$ cat src/hdl/hwsf_pkg.sv
`timescale 1ns / 1ps

package hwsf_pkg;

  // matrix storage is laid out for the largest grid, row stride fixed
  localparam int MAXDIM = 12;
  localparam int CELLS  = MAXDIM * MAXDIM;

  localparam logic [11:0] WHEEL     = 12'd1536;
  localparam logic [5:0]  SPEED_MIN = 6'd1;
  localparam logic [5:0]  SPEED_MAX = 6'd40;
  localparam logic [7:0]  ZOOM_MIN  = 8'd1;
  localparam logic [7:0]  ZOOM_MAX  = 8'd250;
  localparam logic [7:0]  ZOOM_STEP = 8'd5;

  localparam logic [5:0]  SPEED_RST = 6'd4;
  localparam logic [7:0]  ZOOM_RST  = 8'd20;

  // input kinds carried on tuser
  localparam logic [1:0] FUNC_TICK   = 2'd0;
  localparam logic [1:0] FUNC_BUTTON = 2'd1;
  localparam logic [1:0] FUNC_START  = 2'd2;

  // button numbers
  localparam logic [7:0] BTN_SLOWER   = 8'd1;
  localparam logic [7:0] BTN_FASTER   = 8'd2;
  localparam logic [7:0] BTN_ZOOM_OUT = 8'd3;
  localparam logic [7:0] BTN_ZOOM_IN  = 8'd4;

  // register indexes, taken from paddr[2]
  localparam logic REG_INIT_SPEED = 1'b0;
  localparam logic REG_INIT_ZOOM  = 1'b1;

  localparam int IN_W  = 16;
  localparam int OUT_W = 296;

  typedef enum logic [2:0] {
    ST_IDLE,
    ST_BUILD,
    ST_ADV,
    ST_ADV_DRAIN,
    ST_ROW_RD,
    ST_ROW_WAIT
  } ctrl_state_t;

  typedef struct packed {
    logic [5:0] speed;
    logic [7:0] zoom;
    logic       mirror;
    logic       reverse;
  } mode_t;

  typedef struct packed {
    logic       vld;
    logic [7:0] button;
    logic [7:0] held;
  } btn_evt_t;

  typedef struct packed {
    logic       cap_vld;
    logic [3:0] cap_col;
    logic       load;
    logic [3:0] row_idx;
    logic       last;
  } row_ctl_t;

  // six-segment rainbow wheel, R in the high byte
  function automatic logic [23:0] hue_rgb(input logic [10:0] p);
    logic [7:0] i;
    logic [7:0] r;
    logic [7:0] g;
    logic [7:0] b;
    i = p[7:0];
    case (p[10:8])
      3'd0: begin r = 8'd255;     g = i;          b = 8'd0;       end
      3'd1: begin r = 8'd255 - i; g = 8'd255;     b = 8'd0;       end
      3'd2: begin r = 8'd0;       g = 8'd255;     b = i;          end
      3'd3: begin r = 8'd0;       g = 8'd255 - i; b = 8'd255;     end
      3'd4: begin r = i;          g = 8'd0;       b = 8'd255;     end
      3'd5: begin r = 8'd255;     g = 8'd0;       b = 8'd255 - i; end
      default: begin r = 8'd0;    g = 8'd0;       b = 8'd0;       end
    endcase
    return {r, g, b};
  endfunction

endpackage

$ cat src/hdl/hwsf_phase_ram.sv
`timescale 1ns / 1ps

module hwsf_phase_ram (
  input  logic        clk,
  input  logic        we,
  input  logic [7:0]  waddr,
  input  logic [10:0] wdata,
  input  logic        re,
  input  logic [7:0]  raddr,
  output logic [10:0] rdata
);
  import hwsf_pkg::*;

  logic [10:0] mem [CELLS];

  always_ff @(posedge clk) begin
    if (we) begin
      mem[waddr] <= wdata;
    end
  end

  always_ff @(posedge clk) begin
    if (re) begin
      rdata <= mem[raddr];
    end
  end

endmodule

$ cat src/hdl/hwsf_regs.sv
`timescale 1ns / 1ps

module hwsf_regs (
  input  logic              clk,
  input  logic              rst,
  input  logic              psel,
  input  logic              penable,
  input  logic              pwrite,
  input  logic [2:0]        paddr,
  input  logic [31:0]       pwdata,
  output logic [31:0]       prdata,
  output logic              pready,
  input  hwsf_pkg::btn_evt_t btn,
  output hwsf_pkg::mode_t   mode,
  output logic              rebuild
);
  import hwsf_pkg::*;

  logic [5:0] init_speed;
  logic [7:0] init_zoom;
  logic [5:0] speed;
  logic [5:0] speed_next;
  logic [7:0] zoom;
  logic [7:0] zoom_next;
  logic       mirror;
  logic       mirror_next;
  logic       reverse;
  logic       reverse_next;
  logic       wr;
  logic [8:0] zoom_up;

  function automatic logic [5:0] sat_speed(input logic [5:0] v);
    if (v < SPEED_MIN) return SPEED_MIN;
    if (v > SPEED_MAX) return SPEED_MAX;
    return v;
  endfunction

  function automatic logic [7:0] sat_zoom(input logic [7:0] v);
    if (v < ZOOM_MIN) return ZOOM_MIN;
    if (v > ZOOM_MAX) return ZOOM_MAX;
    return v;
  endfunction

  assign pready = 1'b1;
  assign wr     = psel && penable && pwrite;
  assign prdata = (paddr[2] == REG_INIT_ZOOM) ? {24'd0, init_zoom} : {26'd0, init_speed};
  assign zoom_up = {1'b0, zoom} + {1'b0, ZOOM_STEP};

  always_comb begin
    speed_next   = speed;
    zoom_next    = zoom;
    mirror_next  = mirror;
    reverse_next = reverse;
    rebuild      = 1'b0;
    if (btn.vld) begin
      case (btn.button)
        BTN_SLOWER: begin
          if (btn.held[1]) begin
            mirror_next = !mirror;
            rebuild     = 1'b1;
          end else begin
            speed_next = (speed <= 6'd2) ? SPEED_MIN : speed - 6'd1;
          end
        end
        BTN_FASTER: begin
          speed_next = (speed + 6'd1 >= SPEED_MAX) ? SPEED_MAX : speed + 6'd1;
        end
        BTN_ZOOM_OUT: begin
          if (btn.held[3]) begin
            reverse_next = !reverse;
          end else if (zoom <= 8'd6) begin
            zoom_next = ZOOM_MIN;
          end else begin
            zoom_next = zoom - ZOOM_STEP;
            rebuild   = 1'b1;
          end
        end
        BTN_ZOOM_IN: begin
          if (zoom_up >= {1'b0, ZOOM_MAX}) begin
            zoom_next = ZOOM_MAX;
          end else begin
            zoom_next = zoom_up[7:0];
            rebuild   = 1'b1;
          end
        end
        default: begin
        end
      endcase
    end
  end

  always_ff @(posedge clk) begin
    if (rst) begin
      init_speed <= SPEED_RST;
      init_zoom  <= ZOOM_RST;
      speed      <= sat_speed(SPEED_RST);
      zoom       <= sat_zoom(ZOOM_RST);
      mirror     <= 1'b0;
      reverse    <= 1'b0;
    end else begin
      speed   <= speed_next;
      zoom    <= zoom_next;
      mirror  <= mirror_next;
      reverse <= reverse_next;
      if (wr) begin
        if (paddr[2] == REG_INIT_ZOOM) begin
          init_zoom <= pwdata[7:0];
          zoom      <= sat_zoom(pwdata[7:0]);
        end else begin
          init_speed <= pwdata[5:0];
          speed      <= sat_speed(pwdata[5:0]);
        end
      end
    end
  end

  assign mode = '{speed: speed, zoom: zoom, mirror: mirror, reverse: reverse};

endmodule

$ cat src/hdl/hwsf_row.sv
`timescale 1ns / 1ps

module hwsf_row #(
  parameter int GRID_SIZE = 12
) (
  input  logic                      clk,
  input  logic                      rst,
  input  hwsf_pkg::row_ctl_t        ctl,
  input  logic [10:0]               phase,
  output logic                      out_free,
  output logic                      m_tvalid,
  input  logic                      m_tready,
  output logic [hwsf_pkg::OUT_W-1:0] m_tdata,
  output logic                      m_tlast
);
  import hwsf_pkg::*;

  logic [23:0]      rowbuf [MAXDIM];
  logic [OUT_W-1:0] packed_row;

  assign out_free = !m_tvalid || m_tready;

  always_ff @(posedge clk) begin
    if (ctl.cap_vld) begin
      rowbuf[ctl.cap_col] <= hue_rgb(phase);
    end
  end

  // columns past the grid read as black
  always_comb begin
    packed_row = '0;
    packed_row[3:0] = ctl.row_idx;
    for (int k = 0; k < MAXDIM / 2; k++) begin
      if (2 * k < GRID_SIZE) begin
        packed_row[4 + 48 * k + 24 +: 24] = rowbuf[2 * k];
      end
      if (2 * k + 1 < GRID_SIZE) begin
        packed_row[4 + 48 * k +: 24] = rowbuf[2 * k + 1];
      end
    end
  end

  always_ff @(posedge clk) begin
    if (rst) begin
      m_tvalid <= 1'b0;
    end else if (ctl.load) begin
      m_tvalid <= 1'b1;
    end else if (m_tready) begin
      m_tvalid <= 1'b0;
    end
  end

  always_ff @(posedge clk) begin
    if (ctl.load) begin
      m_tdata <= packed_row;
      m_tlast <= ctl.last;
    end
  end

endmodule

$ cat src/hdl/hwsf_ctrl.sv
`timescale 1ns / 1ps

module hwsf_ctrl #(
  parameter int GRID_SIZE = 12
) (
  input  logic                     clk,
  input  logic                     rst,
  input  logic                     s_tvalid,
  output logic                     s_tready,
  input  logic [hwsf_pkg::IN_W-1:0] s_tdata,
  input  logic [1:0]               s_tuser,
  input  hwsf_pkg::mode_t          mode,
  input  logic                     rebuild,
  output hwsf_pkg::btn_evt_t       btn,
  output logic                     we,
  output logic [7:0]               waddr,
  output logic [10:0]              wdata,
  output logic                     re,
  output logic [7:0]               raddr,
  input  logic [10:0]              rdata,
  output hwsf_pkg::row_ctl_t       row_ctl,
  input  logic                     out_free
);
  import hwsf_pkg::*;

  localparam int HALF = (GRID_SIZE + 1) / 2;
  localparam logic [3:0] LAST      = 4'(GRID_SIZE - 1);
  localparam logic [3:0] HALF_LAST = 4'(HALF - 1);
  localparam logic [3:0] Q_OFF     = 4'(GRID_SIZE - HALF);
  localparam logic [4:0] GRID_W    = 5'(GRID_SIZE);

  ctrl_state_t state;
  ctrl_state_t state_next;
  logic [3:0]  y;
  logic [3:0]  y_next;
  logic [3:0]  x;
  logic [3:0]  x_next;
  logic        adv_pend;
  logic        adv_pend_next;
  logic        row_pend;
  logic        row_pend_next;
  logic [3:0]  col_q;
  logic [7:0]  addr_q;

  logic [3:0]  lim_last;
  logic [3:0]  qy;
  logic [3:0]  qx;
  logic [4:0]  diag;
  logic [12:0] prod;
  logic [10:0] build_val;
  logic [11:0] fwd_sum;
  logic [10:0] adv_val;

  function automatic logic [7:0] cell_addr(input logic [3:0] row, input logic [3:0] col);
    return 8'({row, 3'b000}) + 8'({row, 2'b00}) + 8'(col);
  endfunction

  assign lim_last = mode.mirror ? HALF_LAST : LAST;

  // quadrant reflection for mirror mode
  assign qy = mode.mirror ? ((y < 4'(HALF)) ? y : LAST - y) : y;
  assign qx = mode.mirror ? ((x < 4'(HALF)) ? HALF_LAST - x : x - Q_OFF) : x;

  // rebuild value ((x + grid - y) * zoom) mod wheel, product stays below four turns
  assign diag = 5'(x) + GRID_W - 5'(y);
  assign prod = 13'(diag) * 13'(mode.zoom);
  always_comb begin
    if (prod >= 13'd4608) begin
      build_val = 11'(prod - 13'd4608);
    end else if (prod >= 13'd3072) begin
      build_val = 11'(prod - 13'd3072);
    end else if (prod >= 13'd1536) begin
      build_val = 11'(prod - 13'd1536);
    end else begin
      build_val = prod[10:0];
    end
  end

  // phase step with wrap in either direction
  assign fwd_sum = {1'b0, rdata} + 12'(mode.speed);
  always_comb begin
    if (mode.reverse) begin
      if (rdata >= 11'(mode.speed)) begin
        adv_val = rdata - 11'(mode.speed);
      end else begin
        adv_val = 11'({1'b0, rdata} + WHEEL - 12'(mode.speed));
      end
    end else if (fwd_sum >= WHEEL) begin
      adv_val = 11'(fwd_sum - WHEEL);
    end else begin
      adv_val = fwd_sum[10:0];
    end
  end

  always_comb begin
    state_next    = state;
    y_next        = y;
    x_next        = x;
    adv_pend_next = 1'b0;
    row_pend_next = 1'b0;
    s_tready      = 1'b0;
    btn           = '{vld: 1'b0, button: s_tdata[7:0], held: s_tdata[15:8]};
    re            = 1'b0;
    raddr         = cell_addr(y, x);
    we            = 1'b0;
    waddr         = cell_addr(y, x);
    wdata         = build_val;
    row_ctl       = '{cap_vld: row_pend, cap_col: col_q, load: 1'b0, row_idx: y,
                      last: (y == LAST)};

    // write-back of the previous advance read
    if (adv_pend) begin
      we    = 1'b1;
      waddr = addr_q;
      wdata = adv_val;
    end

    case (state)
      ST_IDLE: begin
        s_tready = 1'b1;
        y_next   = 4'd0;
        x_next   = 4'd0;
        if (s_tvalid) begin
          case (s_tuser)
            FUNC_TICK:   state_next = ST_ADV;
            FUNC_START:  state_next = ST_BUILD;
            FUNC_BUTTON: begin
              btn.vld = 1'b1;
              if (rebuild) begin
                state_next = ST_BUILD;
              end
            end
            default: state_next = ST_IDLE;
          endcase
        end
      end
      ST_BUILD: begin
        we = 1'b1;
        if (x == LAST) begin
          x_next = 4'd0;
          if (y == LAST) begin
            state_next = ST_IDLE;
          end else begin
            y_next = y + 4'd1;
          end
        end else begin
          x_next = x + 4'd1;
        end
      end
      ST_ADV: begin
        re            = 1'b1;
        adv_pend_next = 1'b1;
        if (x == lim_last) begin
          x_next = 4'd0;
          if (y == lim_last) begin
            y_next     = 4'd0;
            state_next = ST_ADV_DRAIN;
          end else begin
            y_next = y + 4'd1;
          end
        end else begin
          x_next = x + 4'd1;
        end
      end
      ST_ADV_DRAIN: begin
        state_next = ST_ROW_RD;
      end
      ST_ROW_RD: begin
        re            = 1'b1;
        raddr         = cell_addr(qy, qx);
        row_pend_next = 1'b1;
        if (x == LAST) begin
          state_next = ST_ROW_WAIT;
        end else begin
          x_next = x + 4'd1;
        end
      end
      ST_ROW_WAIT: begin
        if (!row_pend && out_free) begin
          row_ctl.load = 1'b1;
          x_next       = 4'd0;
          if (y == LAST) begin
            state_next = ST_IDLE;
          end else begin
            y_next     = y + 4'd1;
            state_next = ST_ROW_RD;
          end
        end
      end
      default: state_next = ST_IDLE;
    endcase
  end

  always_ff @(posedge clk) begin
    if (rst) begin
      state    <= ST_IDLE;
      y        <= 4'd0;
      x        <= 4'd0;
      adv_pend <= 1'b0;
      row_pend <= 1'b0;
    end else begin
      state    <= state_next;
      y        <= y_next;
      x        <= x_next;
      adv_pend <= adv_pend_next;
      row_pend <= row_pend_next;
    end
  end

  always_ff @(posedge clk) begin
    col_q  <= x;
    addr_q <= raddr;
  end

endmodule

$ cat src/hdl/hue_wheel_scroll_frame_generator.sv
`timescale 1ns / 1ps

// hue wheel scroll frame generator for a GRID_SIZE x GRID_SIZE led matrix
//
// input channel s_*: one beat per command, tuser carries the kind (frame
// tick, button event, start), tdata the button number and held mask.
// output channel m_*: a frame tick yields GRID_SIZE beats, one per row,
// row index in the low nibble of tdata, tlast on the last row.
// apb port: init_speed at 0x0, init_zoom at 0x4; a write also reloads the
// working speed or zoom, saturated into range. write only while idle.
//
// work per input beat, paced by the phase memory (one read, one write port):
//   start, or a button that rebuilds: a sweep writing one cell a cycle
//   other button or unused kind:      taken with no further work
//   frame tick: an L x L read-modify-write advance, L = GRID_SIZE, or
//   (GRID_SIZE+1)/2 in mirror mode, a drain step, then GRID_SIZE row reads
// each row's beat is loaded once its reads are done and the output register is free
// reset: speed 4, zoom 20, full grid, forward direction, output empty;
// the phase memory holds nothing useful until a start beat fills it
// a stalled receiver holds the row in the output register; the next row
// waits in the row buffer, and the last row does not block a new command
module hue_wheel_scroll_frame_generator #(
  parameter int GRID_SIZE = 12
) (
  input  logic                       clk,
  input  logic                       rst,
  // slave stream
  input  logic                       s_tvalid,
  output logic                       s_tready,
  // [7:0] button, [15:8] button_states
  input  logic [hwsf_pkg::IN_W-1:0]  s_tdata,
  // [1:0] func
  input  logic [1:0]                 s_tuser,
  // master stream
  output logic                       m_tvalid,
  input  logic                       m_tready,
  // [3:0] row_index, [51:4] pixels_0_1, [99:52] pixels_2_3,
  // [147:100] pixels_4_5, [195:148] pixels_6_7, [243:196] pixels_8_9,
  // [291:244] pixels_10_11, [295:292] zero
  output logic [hwsf_pkg::OUT_W-1:0] m_tdata,
  // frame_end
  output logic                       m_tlast,
  // configuration
  input  logic                       psel,
  input  logic                       penable,
  input  logic                       pwrite,
  input  logic [2:0]                 paddr,
  input  logic [31:0]                pwdata,
  output logic [31:0]                prdata,
  output logic                       pready
);
  import hwsf_pkg::*;

  mode_t      mode;
  btn_evt_t   btn;
  logic       rebuild;
  row_ctl_t   row_ctl;
  logic       out_free;
  logic       we;
  logic [7:0] waddr;
  logic [10:0] wdata;
  logic       re;
  logic [7:0] raddr;
  logic [10:0] rdata;

  // speed, zoom, mode and direction plus the init registers
  hwsf_regs u_regs (
    .clk     (clk),
    .rst     (rst),
    .psel    (psel),
    .penable (penable),
    .pwrite  (pwrite),
    .paddr   (paddr),
    .pwdata  (pwdata),
    .prdata  (prdata),
    .pready  (pready),
    .btn     (btn),
    .mode    (mode),
    .rebuild (rebuild)
  );

  // sequencer: rebuild sweep, read-modify-write advance, row readout
  hwsf_ctrl #(.GRID_SIZE(GRID_SIZE)) u_ctrl (
    .clk      (clk),
    .rst      (rst),
    .s_tvalid (s_tvalid),
    .s_tready (s_tready),
    .s_tdata  (s_tdata),
    .s_tuser  (s_tuser),
    .mode     (mode),
    .rebuild  (rebuild),
    .btn      (btn),
    .we       (we),
    .waddr    (waddr),
    .wdata    (wdata),
    .re       (re),
    .raddr    (raddr),
    .rdata    (rdata),
    .row_ctl  (row_ctl),
    .out_free (out_free)
  );

  // phase per cell, row stride of twelve
  hwsf_phase_ram u_ram (
    .clk   (clk),
    .we    (we),
    .waddr (waddr),
    .wdata (wdata),
    .re    (re),
    .raddr (raddr),
    .rdata (rdata)
  );

  // hue conversion, row buffer and output register
  hwsf_row #(.GRID_SIZE(GRID_SIZE)) u_row (
    .clk      (clk),
    .rst      (rst),
    .ctl      (row_ctl),
    .phase    (rdata),
    .out_free (out_free),
    .m_tvalid (m_tvalid),
    .m_tready (m_tready),
    .m_tdata  (m_tdata),
    .m_tlast  (m_tlast)
  );

endmodule

$ cat config.mk
export PLATFORM = sky130hd
export DESIGN_NAME = hue_wheel_scroll_frame_generator
export DESIGN_NICKNAME = d
export VERILOG_FILES = /design/src/hdl/hwsf_pkg.sv /design/src/hdl/hwsf_phase_ram.sv /design/src/hdl/hwsf_regs.sv /design/src/hdl/hwsf_row.sv /design/src/hdl/hwsf_ctrl.sv /design/src/hdl/hue_wheel_scroll_frame_generator.sv
export SDC_FILE = /design/constraint.sdc
export NUM_CORES = 2
export LEC_CHECK = 0
export BUFFER_PORTS_ARGS = -buffer_cell sky130_fd_sc_hd__buf_4
export CAP_MARGIN = 20
export CORE_ASPECT_RATIO = 0.5
export CORE_MARGIN = 2
export CORE_UTILIZATION = 35
export DETAILED_ROUTE_END_ITERATION = 8
export PLACE_DENSITY_LB_ADDON = 0.15
export SLEW_MARGIN = 10
export SYNTH_ARGS = -nofsm -noshare
export SYNTH_HDL_FRONTEND = slang
export SYNTH_SLANG_ARGS = --single-unit
$ cat constraint.sdc
create_clock -name clk -period 16.42 [get_ports clk]
set_input_delay 1.642 -clock clk [delete_from_list [all_inputs] [get_ports clk]]
set_output_delay 1.642 -clock clk [all_outputs]
set_load 0.01 [all_outputs]
# After elaboration in Yosys (flattened, before gate mapping)
# Memories as Yosys holds them, arrays and structs flattened. A register that Yosys moved wholly into a read port is not among the register bits.
# Cells that the tools add are included.
word_totals:
  regBits: 349
  n_memories: 2
  mem_bits_rw: 1872
  word_cells: 219
  out_inout_bits: 332
op_classes:
  mul: 1
  mux: 106
  n_lt_le_gt_ge: 15
  addsub: 24
  eq_ne: 29
  reduce_logical: 25
  bitwise: 1
memory_table:
  columns: ["memory", "depth", "word_bits", "rd", "rd_clocked_by_memory_dff", "wr", "line_no", "source"]
  rows:
  - ["u_ram.mem", 144, 11, 1, 1, 1, "hwsf_phase_ram.sv:14", "logic [10:0] mem [CELLS];"]
  - ["u_row.rowbuf", 12, 24, 12, 12, 1, "hwsf_row.sv:18", "logic [23:0] rowbuf [MAXDIM];"]
op_table:
  columns: ["op", "count"]
  rows:
  - ["$mux 8", 16]
  - ["$mux 11", 7]
  - ["$pmux 8 s3", 3]
  - ["$mux 6", 10]
  - ["$mux 4", 14]
  - ["$mux 1", 40]
  - ["$sub 11x11->11 const B", 3]
  - ["$mux 3", 9]
  - ["$sub 11x6->11", 2]
  - ["$pmux 4 s5", 1]
  - ["$pmux 3 s6", 1]
  - ["$add 7x6->8", 2]
  - ["$add 8x4->8", 2]
  - ["$eq 8x2->1 const B", 2]
  - ["$pmux 4 s4", 1]
  - ["$pmux 8 s2", 1]
  - ["$ge 13x11->1 const B", 1]
  - ["$ge 13x12->1 const B", 1]
  - ["$ge 13x13->1 const B", 1]
  - ["$mul 5x8->13", 1]
  - ["$add 11x6->12", 1]
  - ["$eq 3x2->1 const B", 4]
  - ["$eq 3x3->1 const B", 4]
  - ["$ge 12x11->1 const B", 1]
  - ["other kinds (50)", 73]

# Logic depth before layout (Yosys ltp)
logic_depth:
  ltp_word: 13
  mapped_depth: 28
  depth_no_buf: 28

# Hierarchy
# From an unflattened synthesis, not the netlist that was laid out.
hier_totals:
  hier_cells: 4457
  area_unflattened_um2: 87764.2
modules_own_cells:
  columns: ["module", "seq_area_each_um2", "instances", "area_each_um2", "cells_each"]
  rows:
  - ["hwsf_phase_ram", 47895.9, 1, 61999.5, 2785]
  - ["hwsf_row", 17466.8, 1, 18086.1, 669]
  - ["hwsf_ctrl", 500.5, 1, 5118.7, 646]
  - ["hwsf_regs", 600.6, 1, 2560.0, 357]

# Least setup slack after synthesis
# Ideal clock, no wire load.
synth_timing:
  path_type: "register -> register"
  start: "register u_ctrl.y[1]"
  end: "memory u_ram.mem[0][8] (data pin)"
  setup_slack_ns: 2.027
  required_time_ns: 14.658
  path_stages_with_launch: 17
  arrival_ns: 12.630
  path_cell_list: "dfxtp_1 inv_1 ha_1 ha_1 fa_1 xor2_1 nand2_1 fa_1 fa_1 fa_1 inv_1 ha_1 a21o_1 a21o_1 a211oi_1 nor2_1 o41ai_1"
synth_via:
  elab_chain_len: 7
  elab_cells_between_ends: 12
  classes_between: "add/sub: 4; mul: 1; order compare: 3; mux: 4"
synth_rtl:
  columns: ["element", "line_no", "source"]
  rows:
  - ["from (decl)", "hwsf_ctrl.sv:34", "logic [3:0] y;"]
  - ["from (signal assigned)", "hwsf_ctrl.sv:203", "y <= y_next;"]
  - ["$sub 5x4->5 *", "hwsf_ctrl.sv:65", "assign diag = 5'(x) + GRID_W - 5'(y);"]
  - ["$mul 5x8->13 *", "hwsf_ctrl.sv:66", "assign prod = 13'(diag) * 13'(mode.zoom);"]
  - ["$sub 11x11->11 / $ge 13x11->1 (equally long branches)", "hwsf_ctrl.sv:73, hwsf_ctrl.sv:72", null]
  - ["$mux 11", "hwsf_ctrl.sv:72", "end else if (prod >= 13'd1536) begin"]
  - ["$mux 11", "hwsf_ctrl.sv:70", "end else if (prod >= 13'd3072) begin"]
  - ["$mux 11 *", "hwsf_ctrl.sv:68", "if (prod >= 13'd4608) begin"]
  - ["$mux 11 *", "hwsf_ctrl.sv:112", "if (adv_pend) begin"]
  - ["net u_ctrl.wdata[8]", "hwsf_ctrl.sv:17", "output logic [10:0] wdata,"]
  - ["to (decl)", "hwsf_phase_ram.sv:14", null]
# Mark *: on every way through the listed nets, which the timed path passes. The rest lies on a longest branch.

# Worst setup path after layout
layout_timing:
  start: "register u_ctrl.y[1]"
  end: "memory u_ram.mem[31][9] (data pin)"
# Same word-level chain as after synthesis.

==> impl_metrics.csv <==
group,metric,value,unit
sta,slew_headroom,15.0,%
detailed_routing,drt_pass1_iterations,8,
synth,synth_cell_type_count,70,
clocking,root_buffer,"clkbuf_16",
sta,final.setup.tns,0,ns
sta,drv_slew,0,
critical_path,cp_max_fo,74,
grt,track_usage,18.5,%
grt,grt_pass1_wl,350000,um
synth,synthArstFlopShare,0,%
clocking,cts_sinks,2232,
sta,hold_violations,0,
synth,synth.yosys.seq_area_share,75.4,%
clocking,cts_tree,"done",
critical_path,r2r_slack,7.34,ns
critical_path,endpoint_kind,"flip-flop",
sta,rsz0062_at_grt,"false",
synth,synthCells,5890,
detailed_routing,dr_total_vias,51400,
clocking,insertion_delay,0.86,ns
sta,setup_viol,0,
placed_design,place_hpwl,144000,um
synth,synth-edff-count,2176,
power_and_ir_drop,combPwrFrac,15.5,%
final_layout,drive_gt1_share,13.9,%
power_and_ir_drop,irDropWorstVdd,0.137,mV
power_and_ir_drop,pwr-share-clk,34.7,%
power_and_ir_drop,p_int,0.00997,W
synth,synth_seq_cells,2232,
die,die_area,0.256,sq mm
critical_path,worstPathArrival,9.59,ns
critical_path,worstSetupStartpoint,"u_ctrl.y[1]",
placed_design,port_buffers,330,
detailed_routing,wl_per_cell,25.0,um
synth,ys.flop_type,"edfxtp_1",
critical_path,path_class,"flip-flop to flip-flop",
clocking,clk_pin_slew,0.07,ns
power_and_ir_drop,switching_share,27.5,%
power_and_ir_drop,p_sw,0.00378,W
power_and_ir_drop,p_leak,36.3,nW
synth,syn_area,0.0881,sq mm
sta,max_freq,110,MHz
sta,finalCritPeriodShare,55.3,%
grt,grt_overflow,0,
clocking,postCtsHoldBufs,0,
critical_path,cp.required,16.93,ns
synth,syn_area_per_cell,15.0,sq um
die,die_h,359,um
sta,finClkSkew,0.0448,ns
die,die_w,714,um
detailed_routing,drt_iter0_markers,5102,
power_and_ir_drop,power_density,135,mW/mm^2
worst_hold_path,min_from,"u_row.rowbuf[9][10]",
final_layout,area_growth,15.7,%
clocking,cts_buffer_depth,4,
power_and_ir_drop,total_power,0.0138,W
clocking,cts.repair.resized,0,
worst_hold_path,hold_end,"m_tdata[206]",
grt,antenna_found_initial,8,
detailed_routing,ant_nets,0,
worst_hold_path,hold_path.class,"flip-flop to flip-flop",
job,max_cap_violations,0,
die,rows,130,
power_and_ir_drop,power_frac_seq,49.8,%
critical_path,reg2reg_to,"u_ram.mem[31][9]",
placed_design,routabilityCongestion,0.834,
detailed_routing,viasPerCell,5.23,
worst_hold_path,holdPathStages,0,
die,io_pins,392,
clocking,cts_buffers,214,
detailed_routing,drc_errors,0,
synth,yosysWarnings,0,
sta,period_needed,9.08,ns
status,status,"finished, final reports clean",
critical_path,reg2regPathDepth,26,
sta,worst-slew-pin-transition,1.27,ns
clocking,htreeDepth,4,
grt,grt_max_degree,159,
die,start_util,35.2,%
critical_path,critPathLaunchType,"flip-flop",
grt,grt_pass1_vias,49500,
die,design.core.area,0.251,sq mm
critical_path,crit-reg2reg-launch,"u_ctrl.y[1]",
clocking,post-cts-setup-buffers,0,
detailed_routing,wl,246000,um
final_layout,num-nets-final,6489,
layout by cell type, fill, tap and decap left out, types with 40 or more instances in the layout:
cell type  instances
edfxtp_1        2176
clkbuf_16        220
a31oi_1          141
dfxtp_1           55
mux2i_1          367
a21oi_1          101
o221ai_1         190
o21ai_0           49
nand3_1          363
buf_4            521
xnor2_1           40
nor4_1            51
nor2_1           220
clkinv_1          47
nand2_1         1008
a311oi_1          69
inv_1            110
and3_1            70
clkbuf_1          48
ha_1              91
stage by stage:
step | util (%) | hold slack [ns] | cell area [sq um] | cells | setup slack [ns]
after floorplan | - | 0.363 | 88200 | 5917 | 2.03
after global placement | 37.7 | 0.401 | 94600 | 9366 | 7.67
after detailed placement | 37.8 | 0.405 | 94800 | 9397 | 7.42
after CTS | 40.5 | 0.401 | 101000 | 9776 | 7.36
after global routing | 40.7 | 0.413 | 102000 | 9837 | 6.66
final | 40.7 | 0.406 | 102000 | 9840 | 7.34
layer usage:
layer  vias up  global-route usage (%)  wire length, um
li1      23200                       -                -
met1     26100                    25.7           108000
met2      1813                    29.2           112000
met3       310                    4.74            19900
met4         4                    4.55             5590
met5         -                       0               21
logic make-up (layout without fill, tap and decap cells):
kind of cell / after synthesis / after routing / synth area share [%]
XOR/XNOR: 50 / 50 / 0.505
other: 2 / 32 / 0.00852
AND/OR/NAND/NOR: 1890 / 1890 / 9.35
AO/OA/AOI/OAI: 725 / 725 / 5.95
adder cells (fa/ha/maj): 121 / 121 / 1.97
flip-flops: 2232 / 2232 / 75.4
buffers and inverters: 487 / 1041 / 2.42
multiplexers: 383 / 383 / 4.37
cells in the mapped netlist (all sizes together) (4+ instances only):
cell / n / share of area (%)
mux2i: 370 / 4.2
clkbuf: 207 / 0.88
buf: 165 / 1.0
fa: 30 / 0.68
nand2: 1014 / 4.3
nor3b: 8 / 0.068
nor2b: 12 / 0.085
and3: 70 / 0.50
a21o: 13 / 0.11
xnor2: 41 / 0.42
nand2b: 24 / 0.17
a211oi: 8 / 0.068
o21bai: 10 / 0.085
o22ai: 33 / 0.23
o21ai: 56 / 0.32
a311oi: 69 / 0.69
a32o: 4 / 0.045
nor3: 43 / 0.24
nand3b: 8 / 0.068
nor2: 238 / 1.0
o221ai: 190 / 1.9
o32ai: 27 / 0.27
or3: 4 / 0.028
inv: 115 / 0.49
ha: 91 / 1.3
and2: 36 / 0.26
edfxtp: 2176 / 74
o21a: 11 / 0.094
o311ai: 12 / 0.12
a31oi: 141 / 1.0
dfxtp: 56 / 1.3
nand3: 363 / 2.1
o211ai: 17 / 0.14
xor2: 9 / 0.089
nor4: 52 / 0.38
mux2: 13 / 0.17
a21oi: 103 / 0.58
nand4: 5 / 0.035
power groups by stage:
| stage | sequential (W) | combinational [W] | clock [W] |
|---|---|---|---|
| floorplan | 0.00713 | 0.00120 | 0 |
| global placement | 0.00697 | 0.00209 | 0 |
| detailed placement | 0.00697 | 0.00215 | 0 |
| CTS | 0.00685 | 0.00215 | 0.00488 |
| global route | 0.00685 | 0.00231 | 0.00510 |
| finish | 0.00685 | 0.00213 | 0.00478 |
layout make-up:
cell class | count | area, sq um
Inverter | 115 | 455
Sequential cell | 2232 | 66500
Tap cell | 3366 | 4210
Antenna cell | 3 | 7.51
Timing Repair Buffer | 547 | 4250
Clock buffer | 268 | 5690
Fill cell | 22800 | 149000
Clock inverter | 111 | 902
Multi-Input combinational cell | 3198 | 20000
registers in the layout (all words and copies together) (netlist names), 3 cells and up:
signal / count
m_tdata: 265
u_ctrl.y: 4
u_ctrl.col_q: 4
u_regs.init_zoom: 8
u_regs.zoom: 8
u_regs.speed: 6
u_regs.init_speed: 6
u_row.m_tdata: 27
u_ctrl.state: 3
u_row.rowbuf: 288
u_ctrl.x: 4
u_ram.rdata: 11
u_ram.mem: 1584
u_ctrl.addr_q: 8
worst max-delay path, stage by stage, from the launching register on:
cell	delay, ns
dfxtp_1	0.55
inv_1	0.16
ha_1	0.33
ha_1	0.22
fa_1	0.43
xor2_1	0.58
nand2_1	0.16
fa_1	0.56
fa_1	0.44
fa_1	0.50
inv_1	0.04
ha_1	0.31
a21o_1	0.20
a21o_1	0.21
a211oi_1	0.48
o21bai_1	0.14
a21oi_1	0.20
xnor2_1	0.28
inv_1	0.19
ha_1	0.24
o211a_1	0.12
and2_1	0.18
a211oi_1	0.28
xnor2_1	0.15
o2bb2ai_4	0.15
buf_4	0.66
buf_4	0.75
how the worst max path moves through the flow:
stage	to	slack, ns	cells after the start
3_5_place_dp	u_ram.mem[54][9]	7.42	26
5_1_grt	u_ram.mem[31][9]	6.66	26
2_1_floorplan	u_ram.mem[0][8]	2.03	16
6_report	u_ram.mem[31][9]	7.34	26
3_3_place_gp	u_ram.mem[54][9]	7.67	27
4_1_cts	u_ram.mem[19][9]	7.36	26
No activity file was read; power rests on OpenSTA's default activity.
